`src/hw/rtl/i2ctrf_pkg.sv`:
```
package i2ctrf_pkg;

    localparam int MAP_SIZE   = 256;
    localparam int PTR_W      = $clog2(MAP_SIZE);
    localparam int ADDR_W     = 7;
    localparam int DATA_W     = 8;
    localparam int OPCODE_W   = 2;

    localparam logic [ADDR_W-1:0] TARGET_ADDRESS_RESET = 7'h76;
    localparam logic [PTR_W-1:0]  SOFT_RESET_REG       = 8'hE0;
    localparam logic [DATA_W-1:0] SOFT_RESET_CMD       = 8'hB6;

    typedef enum logic [OPCODE_W-1:0] {
        OP_CONNECT = 2'd0,
        OP_WRITE   = 2'd1,
        OP_READ    = 2'd2
    } op_t;

    typedef enum logic [1:0] {
        ST_IDLE,
        ST_EXEC,
        ST_RESP
    } state_t;

    // controller to datapath
    typedef struct packed {
        logic capture;
        logic exec;
        logic respond;
    } ctrl_cmd_t;

    // datapath to controller
    typedef struct packed {
        logic out_busy;
    } ctrl_sts_t;

    // power-on contents of the register map
    function automatic logic [DATA_W-1:0] map_default(input logic [PTR_W-1:0] addr);
        logic [DATA_W-1:0] val;
        case (addr)
            8'hD0:   val = 8'h60;
            8'h88:   val = 8'h70;
            8'h89:   val = 8'h6B;
            8'h8A:   val = 8'h43;
            8'h8B:   val = 8'h67;
            8'h8C:   val = 8'h18;
            8'h8D:   val = 8'hFC;
            8'h8E:   val = 8'h7D;
            8'h8F:   val = 8'h8E;
            8'h90:   val = 8'h43;
            8'h91:   val = 8'hD6;
            8'h92:   val = 8'hD0;
            8'h93:   val = 8'h0B;
            8'h94:   val = 8'h27;
            8'h95:   val = 8'h0B;
            8'h96:   val = 8'h8C;
            8'h98:   val = 8'hF9;
            8'h99:   val = 8'hFF;
            8'h9A:   val = 8'h8C;
            8'h9B:   val = 8'h3C;
            8'h9C:   val = 8'hF8;
            8'h9D:   val = 8'hC6;
            8'h9E:   val = 8'h70;
            8'h9F:   val = 8'h17;
            8'hA1:   val = 8'h4B;
            8'hE1:   val = 8'h6A;
            8'hE2:   val = 8'h01;
            8'hE4:   val = 8'h14;
            8'hE5:   val = 8'h25;
            8'hE6:   val = 8'h03;
            8'hE7:   val = 8'h1E;
            8'hF7:   val = 8'h65;
            8'hF8:   val = 8'h5A;
            8'hF9:   val = 8'hC0;
            8'hFA:   val = 8'h7E;
            8'hFB:   val = 8'hED;
            8'hFD:   val = 8'h6F;
            8'hFE:   val = 8'h3B;
            default: val = '0;
        endcase
        return val;
    endfunction

endpackage

```
`src/hw/rtl/i2ctrf_if.sv`:
```
interface i2ctrf_req_if;
    import i2ctrf_pkg::*;

    logic                valid;
    logic                ready;
    logic [OPCODE_W-1:0] opcode;
    logic [ADDR_W-1:0]   bus_address;
    logic                is_read;
    logic [DATA_W-1:0]   write_data;

    modport source (output valid, output opcode, output bus_address, output is_read,
                    output write_data, input ready);
    modport sink   (input valid, input opcode, input bus_address, input is_read,
                    input write_data, output ready);
endinterface

interface i2ctrf_rsp_if;
    import i2ctrf_pkg::*;

    logic              valid;
    logic              ready;
    logic              ack;
    logic [DATA_W-1:0] read_data;

    modport source (output valid, output ack, output read_data, input ready);
    modport sink   (input valid, input ack, input read_data, output ready);
endinterface

```
`src/hw/rtl/i2c_target_register_file.sv`:
```
// channel  dir  fields                                      handshake
// req      in   opcode, bus_address, is_read, write_data    valid/ready
// rsp      out  ack, read_data                              valid/ready
// cfg      in   cfg_wr_data (target address)                cfg_wr_en
//
// one word is processed at a time, in the steps capture, execute and respond;
// the result passes the item and read registers into the output register once that is free.
// the output register holds a finished word while the next one is accepted.
// a stalled rsp side holds the respond state; soft reset restores the map
// by clearing per-entry valid bits, no clearing pass after rst_n.
module i2c_target_register_file (
    input  logic                            clk,
    input  logic                            rst_n,
    input  logic                            cfg_wr_en,
    input  logic [i2ctrf_pkg::ADDR_W-1:0]   cfg_wr_data,
    i2ctrf_req_if.sink                      req,
    i2ctrf_rsp_if.source                    rsp
);
    import i2ctrf_pkg::*;

    ctrl_cmd_t cmd;
    ctrl_sts_t sts;

    i2ctrf_ctrl u_ctrl (
        .clk       (clk),
        .rst_n     (rst_n),
        .req_valid (req.valid),
        .req_ready (req.ready),
        .sts       (sts),
        .cmd       (cmd)
    );

    i2ctrf_dpath u_dpath (
        .clk            (clk),
        .rst_n          (rst_n),
        .cmd            (cmd),
        .sts            (sts),
        .cfg_wr_en      (cfg_wr_en),
        .cfg_wr_data    (cfg_wr_data),
        .in_opcode      (req.opcode),
        .in_bus_address (req.bus_address),
        .in_is_read     (req.is_read),
        .in_write_data  (req.write_data),
        .out_valid      (rsp.valid),
        .out_ready      (rsp.ready),
        .out_ack        (rsp.ack),
        .out_read_data  (rsp.read_data)
    );

endmodule

```
`src/hw/rtl/i2ctrf_ctrl.sv`:
```
module i2ctrf_ctrl (
    input  logic                  clk,
    input  logic                  rst_n,
    input  logic                  req_valid,
    output logic                  req_ready,
    input  i2ctrf_pkg::ctrl_sts_t sts,
    output i2ctrf_pkg::ctrl_cmd_t cmd
);
    import i2ctrf_pkg::*;

    state_t state_reg;
    state_t state_next;

    always_ff @(posedge clk or negedge rst_n)
    begin
        if (!rst_n)
        begin
            state_reg <= ST_IDLE;
        end
        else
        begin
            state_reg <= state_next;
        end
    end

    always_comb
    begin
        state_next = state_reg;
        case (state_reg)
            ST_IDLE:
            begin
                if (req_valid)
                begin
                    state_next = ST_EXEC;
                end
            end
            ST_EXEC:
            begin
                state_next = ST_RESP;
            end
            ST_RESP:
            begin
                // hold until the output register can take the word
                if (!sts.out_busy)
                begin
                    state_next = ST_IDLE;
                end
            end
            default:
            begin
                state_next = ST_IDLE;
            end
        endcase
    end

    always_comb
    begin
        req_ready   = 1'b0;
        cmd.capture = 1'b0;
        cmd.exec    = 1'b0;
        cmd.respond = 1'b0;
        case (state_reg)
            ST_IDLE:
            begin
                req_ready   = 1'b1;
                cmd.capture = req_valid;
            end
            ST_EXEC:
            begin
                cmd.exec = 1'b1;
            end
            ST_RESP:
            begin
                cmd.respond = !sts.out_busy;
            end
            default:
            begin
                req_ready = 1'b0;
            end
        endcase
    end

endmodule

```
`src/hw/rtl/i2ctrf_dpath.sv`:
```
module i2ctrf_dpath (
    input  logic                                clk,
    input  logic                                rst_n,
    input  i2ctrf_pkg::ctrl_cmd_t               cmd,
    output i2ctrf_pkg::ctrl_sts_t               sts,
    input  logic                                cfg_wr_en,
    input  logic [i2ctrf_pkg::ADDR_W-1:0]       cfg_wr_data,
    input  logic [i2ctrf_pkg::OPCODE_W-1:0]     in_opcode,
    input  logic [i2ctrf_pkg::ADDR_W-1:0]       in_bus_address,
    input  logic                                in_is_read,
    input  logic [i2ctrf_pkg::DATA_W-1:0]       in_write_data,
    output logic                                out_valid,
    input  logic                                out_ready,
    output logic                                out_ack,
    output logic [i2ctrf_pkg::DATA_W-1:0]       out_read_data
);
    import i2ctrf_pkg::*;

    logic [ADDR_W-1:0]   target_address_reg;

    logic [OPCODE_W-1:0] item_opcode_reg;
    logic [ADDR_W-1:0]   item_bus_address_reg;
    logic                item_is_read_reg;
    logic [DATA_W-1:0]   item_write_data_reg;

    logic [PTR_W-1:0]    pointer_reg;
    logic [PTR_W-1:0]    pointer_next;
    logic                addr_phase_reg;
    logic                addr_phase_next;

    logic [DATA_W-1:0]   map_mem [MAP_SIZE];
    logic [MAP_SIZE-1:0] map_valid_reg;
    logic                mem_we;
    logic                soft_reset;

    logic [DATA_W-1:0]   rd_data_reg;
    logic                rd_valid_reg;
    logic [DATA_W-1:0]   rd_default_reg;

    logic                out_valid_reg;
    logic                out_ack_reg;
    logic [DATA_W-1:0]   out_read_data_reg;
    logic                ack_next;
    logic [DATA_W-1:0]   read_data_next;

    always_ff @(posedge clk or negedge rst_n)
    begin
        if (!rst_n)
        begin
            target_address_reg <= TARGET_ADDRESS_RESET;
        end
        else if (cfg_wr_en)
        begin
            target_address_reg <= cfg_wr_data;
        end
    end

    always_ff @(posedge clk)
    begin
        if (cmd.capture)
        begin
            item_opcode_reg      <= in_opcode;
            item_bus_address_reg <= in_bus_address;
            item_is_read_reg     <= in_is_read;
            item_write_data_reg  <= in_write_data;
        end
    end

    // pointer, phase and map updates all happen in the exec cycle
    always_comb
    begin
        pointer_next    = pointer_reg;
        addr_phase_next = addr_phase_reg;
        mem_we          = 1'b0;
        soft_reset      = 1'b0;
        if (cmd.exec)
        begin
            case (item_opcode_reg)
                OP_CONNECT:
                begin
                    if (!item_is_read_reg)
                    begin
                        addr_phase_next = 1'b1;
                    end
                end
                OP_WRITE:
                begin
                    if (addr_phase_reg)
                    begin
                        pointer_next    = item_write_data_reg;
                        addr_phase_next = 1'b0;
                    end
                    else
                    begin
                        if (pointer_reg == SOFT_RESET_REG && item_write_data_reg == SOFT_RESET_CMD)
                        begin
                            soft_reset = 1'b1;
                        end
                        else
                        begin
                            mem_we = 1'b1;
                        end
                        pointer_next = pointer_reg + 1'b1;
                    end
                end
                OP_READ:
                begin
                    pointer_next = pointer_reg + 1'b1;
                end
                default:
                begin
                    pointer_next = pointer_reg;
                end
            endcase
        end
    end

    always_ff @(posedge clk or negedge rst_n)
    begin
        if (!rst_n)
        begin
            pointer_reg    <= '0;
            addr_phase_reg <= 1'b1;
        end
        else
        begin
            pointer_reg    <= pointer_next;
            addr_phase_reg <= addr_phase_next;
        end
    end

    // an entry never written since the last restore reads as its default
    always_ff @(posedge clk or negedge rst_n)
    begin
        if (!rst_n)
        begin
            map_valid_reg <= '0;
        end
        else if (soft_reset)
        begin
            map_valid_reg <= '0;
        end
        else if (mem_we)
        begin
            map_valid_reg[pointer_reg] <= 1'b1;
        end
    end

    always_ff @(posedge clk)
    begin
        if (mem_we)
        begin
            map_mem[pointer_reg] <= item_write_data_reg;
        end
        if (cmd.exec)
        begin
            rd_data_reg    <= map_mem[pointer_reg];
            rd_valid_reg   <= map_valid_reg[pointer_reg];
            rd_default_reg <= map_default(pointer_reg);
        end
    end

    always_comb
    begin
        ack_next       = 1'b0;
        read_data_next = '0;
        case (item_opcode_reg)
            OP_CONNECT:
            begin
                ack_next = (item_bus_address_reg == target_address_reg);
            end
            OP_WRITE:
            begin
                ack_next = 1'b1;
            end
            OP_READ:
            begin
                read_data_next = rd_valid_reg ? rd_data_reg : rd_default_reg;
            end
            default:
            begin
                ack_next = 1'b0;
            end
        endcase
    end

    always_ff @(posedge clk or negedge rst_n)
    begin
        if (!rst_n)
        begin
            out_valid_reg <= 1'b0;
        end
        else if (cmd.respond)
        begin
            out_valid_reg <= 1'b1;
        end
        else if (out_ready)
        begin
            out_valid_reg <= 1'b0;
        end
    end

    always_ff @(posedge clk)
    begin
        if (cmd.respond)
        begin
            out_ack_reg       <= ack_next;
            out_read_data_reg <= read_data_next;
        end
    end

    assign sts.out_busy  = out_valid_reg && !out_ready;
    assign out_valid     = out_valid_reg;
    assign out_ack       = out_ack_reg;
    assign out_read_data = out_read_data_reg;

endmodule
```
`src/flat_wrapper.sv`:
```
// flat-port wrapper written by rule: the top's interface ports become plain ports
module i2c_target_register_file_flat import i2ctrf_pkg::*;
  (clk, rst_n, cfg_wr_en, cfg_wr_data, req_valid, req_opcode, req_bus_address, req_is_read, req_write_data, req_ready, rsp_valid, rsp_ack, rsp_read_data, rsp_ready);
  i2ctrf_req_if req_i ();
  i2ctrf_rsp_if rsp_i ();
  input  logic clk;
  input  logic rst_n;
  input  logic cfg_wr_en;
  input  logic [i2ctrf_pkg::ADDR_W-1:0] cfg_wr_data;
  input wire logic [$bits(req_i.valid)-1:0] req_valid;
  input wire logic [$bits(req_i.opcode)-1:0] req_opcode;
  input wire logic [$bits(req_i.bus_address)-1:0] req_bus_address;
  input wire logic [$bits(req_i.is_read)-1:0] req_is_read;
  input wire logic [$bits(req_i.write_data)-1:0] req_write_data;
  output wire logic [$bits(req_i.ready)-1:0] req_ready;
  output wire logic [$bits(rsp_i.valid)-1:0] rsp_valid;
  output wire logic [$bits(rsp_i.ack)-1:0] rsp_ack;
  output wire logic [$bits(rsp_i.read_data)-1:0] rsp_read_data;
  input wire logic [$bits(rsp_i.ready)-1:0] rsp_ready;
  assign req_i.valid = req_valid;
  assign req_i.opcode = req_opcode;
  assign req_i.bus_address = req_bus_address;
  assign req_i.is_read = req_is_read;
  assign req_i.write_data = req_write_data;
  assign req_ready = req_i.ready;
  assign rsp_valid = rsp_i.valid;
  assign rsp_ack = rsp_i.ack;
  assign rsp_read_data = rsp_i.read_data;
  assign rsp_i.ready = rsp_ready;
  i2c_target_register_file u_core (.clk(clk), .rst_n(rst_n), .cfg_wr_en(cfg_wr_en), .cfg_wr_data(cfg_wr_data), .req(req_i), .rsp(rsp_i));
endmodule
```
`config.mk`:
```
export PLATFORM = sky130hd
export DESIGN_NAME = i2c_target_register_file_flat
export DESIGN_NICKNAME = d
export VERILOG_FILES = /design/src/hw/rtl/i2ctrf_pkg.sv /design/src/hw/rtl/i2ctrf_if.sv /design/src/hw/rtl/i2c_target_register_file.sv /design/src/hw/rtl/i2ctrf_ctrl.sv /design/src/hw/rtl/i2ctrf_dpath.sv /design/src/flat_wrapper.sv
export SDC_FILE = /design/constraint.sdc
export NUM_CORES = 2
export LEC_CHECK = 0
export BUFFER_PORTS_ARGS = -buffer_cell sky130_fd_sc_hd__buf_2
export CAP_MARGIN = 20
export CORE_MARGIN = 4
export CORE_UTILIZATION = 45
export CTS_CLUSTER_SIZE = 14
export DETAILED_ROUTE_END_ITERATION = 12
export SLEW_MARGIN = 20
export SYNTH_ARGS = -nofsm -noshare
export SYNTH_HDL_FRONTEND = slang
export SYNTH_HIERARCHICAL = 1
export SYNTH_SLANG_ARGS = --single-unit
```
`constraint.sdc`:
```
create_clock -name clk -period 6.3 [get_ports clk]
set_clock_uncertainty 0.05 [all_clocks]
set_input_delay 1.26 -clock clk [delete_from_list [all_inputs] [get_ports clk]]
set_output_delay 1.26 -clock clk [all_outputs]
set_load 0.05 [all_outputs]
```
==> metrics.md <==
| Metric | Value |
|---|---|
| Main synth FF type | `edfxtp_1` |
| Pre-antenna DRT Iters | `6` |
| Ports | `between 40 and 50` |
| Worst EP required | `~6.7 ns` |
| Rel. slew slack | `between 10% and 20%` |
| Clock-pin slew on the worst setup and hold paths | `roughly 0.060 ns` |
| CP Launch Type | `flip-flop` |
| Avg WL per Cell | `around 30 um` |
| Starting density of the core | `a little under half` |
| P&R area growth vs syn | `12.2%` |
| CTS tree | `done` |
| Slew @ Worst Pin | `1.22 ns` |
| Final setup fails | `0` |
| Peak supply drop | `0.487 mV` |
| #FFs+latches synth | `between 2000 and 2500` |
| Core Box Area | `just over 200000 um^2` |
| Post-CTS sizing | `0` |
| Commonest non-fill, non-tap cell in the layout | `edfxtp_1` |
| Mean post-synth cell area | `20.0 um^2` |
| Pwr Density | `between 400 and 500 nW/um^2` |
| GRT Overall Usage | `between 20% and 30%` |
| Endpoints failing hold | `0` |
| GPL Wtd Cong | `between 0.8 and 0.9` |
| Fmax | `0.216 GHz` |
| Via density | `~6` |
| Multi-input logic area | `roughly 21000 um^2` |
| Cells after synthesis | `4603` |
| CP max-delay cell | `dfrtp_4` |
| Syn Nets | `around 4600` |
| Filler instances | `16026` |
| CP endpoint kind | `flip-flop` |
| RSZ-0062 raised after global routing | `no` |
| Slew Viols, Final | `0` |
| Routed WL | `230 mm` |
| Crit-path most repeated cell | `buf_4` |
| Postcts setup bufs | `0` |
| Status | `finished clean` |
| Die height | `461 um` |
| Synth top area cells | `edfxtp_1 (68%), mux4_2 (14%), dfrtp_1 (7.3%)` |
| Final Core Density | `between 50% and 60%` |
| Crit-path max FO | `32` |
| Layout cells sized above 1 | `a little under a quarter` |
| Vias in the first global route | `between 40000 and 50000` |
| Total die area | `between 200000 and 250000 um^2` |
| Initial antenna violation count | `3` |
| Final worst-path cycle share | `roughly 74%` |
| Synth Cell Area | `between 90000 and 100000 um^2` |
| Buffers added on ports | `40` |
| Leak | `about 33 nW` |
| Post-CTS Hold Buffers | `0` |
| Via count | `approximately 46000` |
| Clock latency on the worst-skew pair | `approximately 0.85 ns` |
| Hold Crit Class | `primary input to asynchronous set/reset pin` |
| Ys async rst share | `11.6%` |
| Top-area cell type share of the netlist area | `68.2%` |
| Yosys cell types | `between 60 and 70` |
| Hpwl dp | `134 mm` |
| Commonest cells after routing, fill and taps aside | `edfxtp_1 (2092), mux4_2 (576), nor2_1 (287), a22oi_1 (281), dfrtp_1 (267)` |
| Post-synth EDFFs | `2092` |
| Row count | `~170` |
| Post-route ant nets | `0` |
| Critical path type | `flip-flop to flip-flop` |
| Clk buf depth | `3` |
| Starting DRC count in detailed routing | `~5000` |
| Width of the chip | `around 460 um` |
| Yosys warning total | `6` |
| Register area | `69700 um^2` |
| Crit-path max cell delay | `0.90 ns` |
| H-tree Lvls | `4` |
| Wire length of the first global-routing pass | `roughly 340 mm` |
| Arrival time worst endpoint | `slightly above 5 ns` |
| Setup TNS | `0 ns` |
| Delay-heaviest family, CP | `simple AND/OR/NAND/NOR gates` |
| Worst path bufs/invs | `3` |
| Pin count of the biggest net entering global routing | `~200` |
| NumNets Final | `approximately 4700` |
| Gr ovfl total | `0` |
| CTS root buf | `clkbuf_16` |
| Number of max-cap violations | `0` |
| DRC violations left | `0` |
| Sequential area share after synthesis | `between 70% and 80%` |
| CTS Sinks | `2367` |
| Max reg flops | `roughly 2000` |
| Minimum clock period | `4.64 ns` |
| Yosys top cell by area | `edfxtp_1` |
| Critical Path, Cell by Cell | `inv_1 > ha_1 > nor3b_1 > a41oi_2 > buf_4 > nand3_2 > buf_4 > nor2_1` |
| Total CTS buffers | `approximately 230` |
## cell type report
class	count	share of cell area (%)
Sequential cell	2367	67.4
Multi-Input combinational cell	1879	20.4
Clock buffer	290	5.99
Tap cell	2672	3.23
Clock inverter	148	1.48
Timing Repair Buffer	156	1.27
Inverter	47	0.171
Antenna cell	3	0.00726
## kinds of logic after synthesis
| family | Yosys count | share of synthesized area (%) |
|---|---|---|
| fa+ha+maj | 7 | 0.0950 |
| mux | 594 | 14.3 |
| buf+inv | 357 | 1.72 |
| xor+xnor | 7 | 0.0665 |
| simple gates | 476 | 2.21 |
| flops | 2367 | 75.6 |
| compound gates | 795 | 6.00 |
## power breakdown
group	total (mW)	internal, mW	switching, mW
clock network	13.9	7.93	5.98
registers	17.8	17.6	0.243
logic	10.1	3.91	6.15
total	41.8	29.4	12.4
## final timing paths
| kind | start | end | slack, ns | depth (start not counted) |
|---|---|---|---|---|
| worst max-delay path | u_core/u_dpath/pointer_reg[0] | u_core/u_dpath/map_mem[157][0] | 1.66 | 8 |
| worst min-delay path | rst_n | u_core/u_dpath/map_valid_reg[5] | 0.23 | 1 |
| worst max register to register | u_core/u_dpath/pointer_reg[0] | u_core/u_dpath/map_mem[157][0] | 1.66 | 8 |
| worst min register to register | u_core/u_dpath/map_valid_reg[65] | u_core/u_dpath/map_valid_reg[65] | 0.43 | 1 |
| max in group asynchronous | rst_n | u_core/u_dpath/map_valid_reg[244] | 4.60 | 2 |
| min in group clk | u_core/u_dpath/map_valid_reg[65] | u_core/u_dpath/map_valid_reg[65] | 0.43 | 1 |
## synthesized netlist by cell type (5+ instances only)
library cell	instances
clkbuf_1	164
nand3_1	19
nor2b_1	17
edfxtp_1	2092
mux4_2	576
buf_2	85
xor2_1	6
o21a_1	192
and2_1	6
a22oi_1	281
nand2b_1	6
a21oi_1	223
ha_1	7
buf_4	10
o21ai_0	25
mux2_2	7
o41ai_2	9
buf_6	14
dfstp_2	6
nand4_1	14
mux2i_1	11
a22oi_2	7
buf_1	37
dfrtp_1	269
and3_1	5
o41ai_1	27
nor2_1	302
nand2_1	78
nor3_1	9
inv_1	47
## layer usage
metal | routed length, um | track usage (%)
met4 | 6480 | 6.24
met2 | 110000 | 34.2
met5 | 21 | 0
met3 | 17700 | 4.59
met1 | 96100 | 31.2
## stage by stage
step | cell area, um^2 | total power, mW | cells | setup slack (ns) | hold WS, ns
detailed placement | 95600 | 28.3 | 7121 | 1.69 | 0.424
global placement | 95600 | 28.2 | 7119 | 1.56 | 0.418
CTS | 103000 | 42.1 | 7559 | 1.68 | 0.156
floorplan | 92200 | 25.0 | 4603 | 0.661 | 0.407
global route | 103000 | 43.3 | 7560 | 1.44 | 0.190
finish | 103000 | 41.8 | 7562 | 1.66 | 0.226
(Power assumes the default switching activity.)
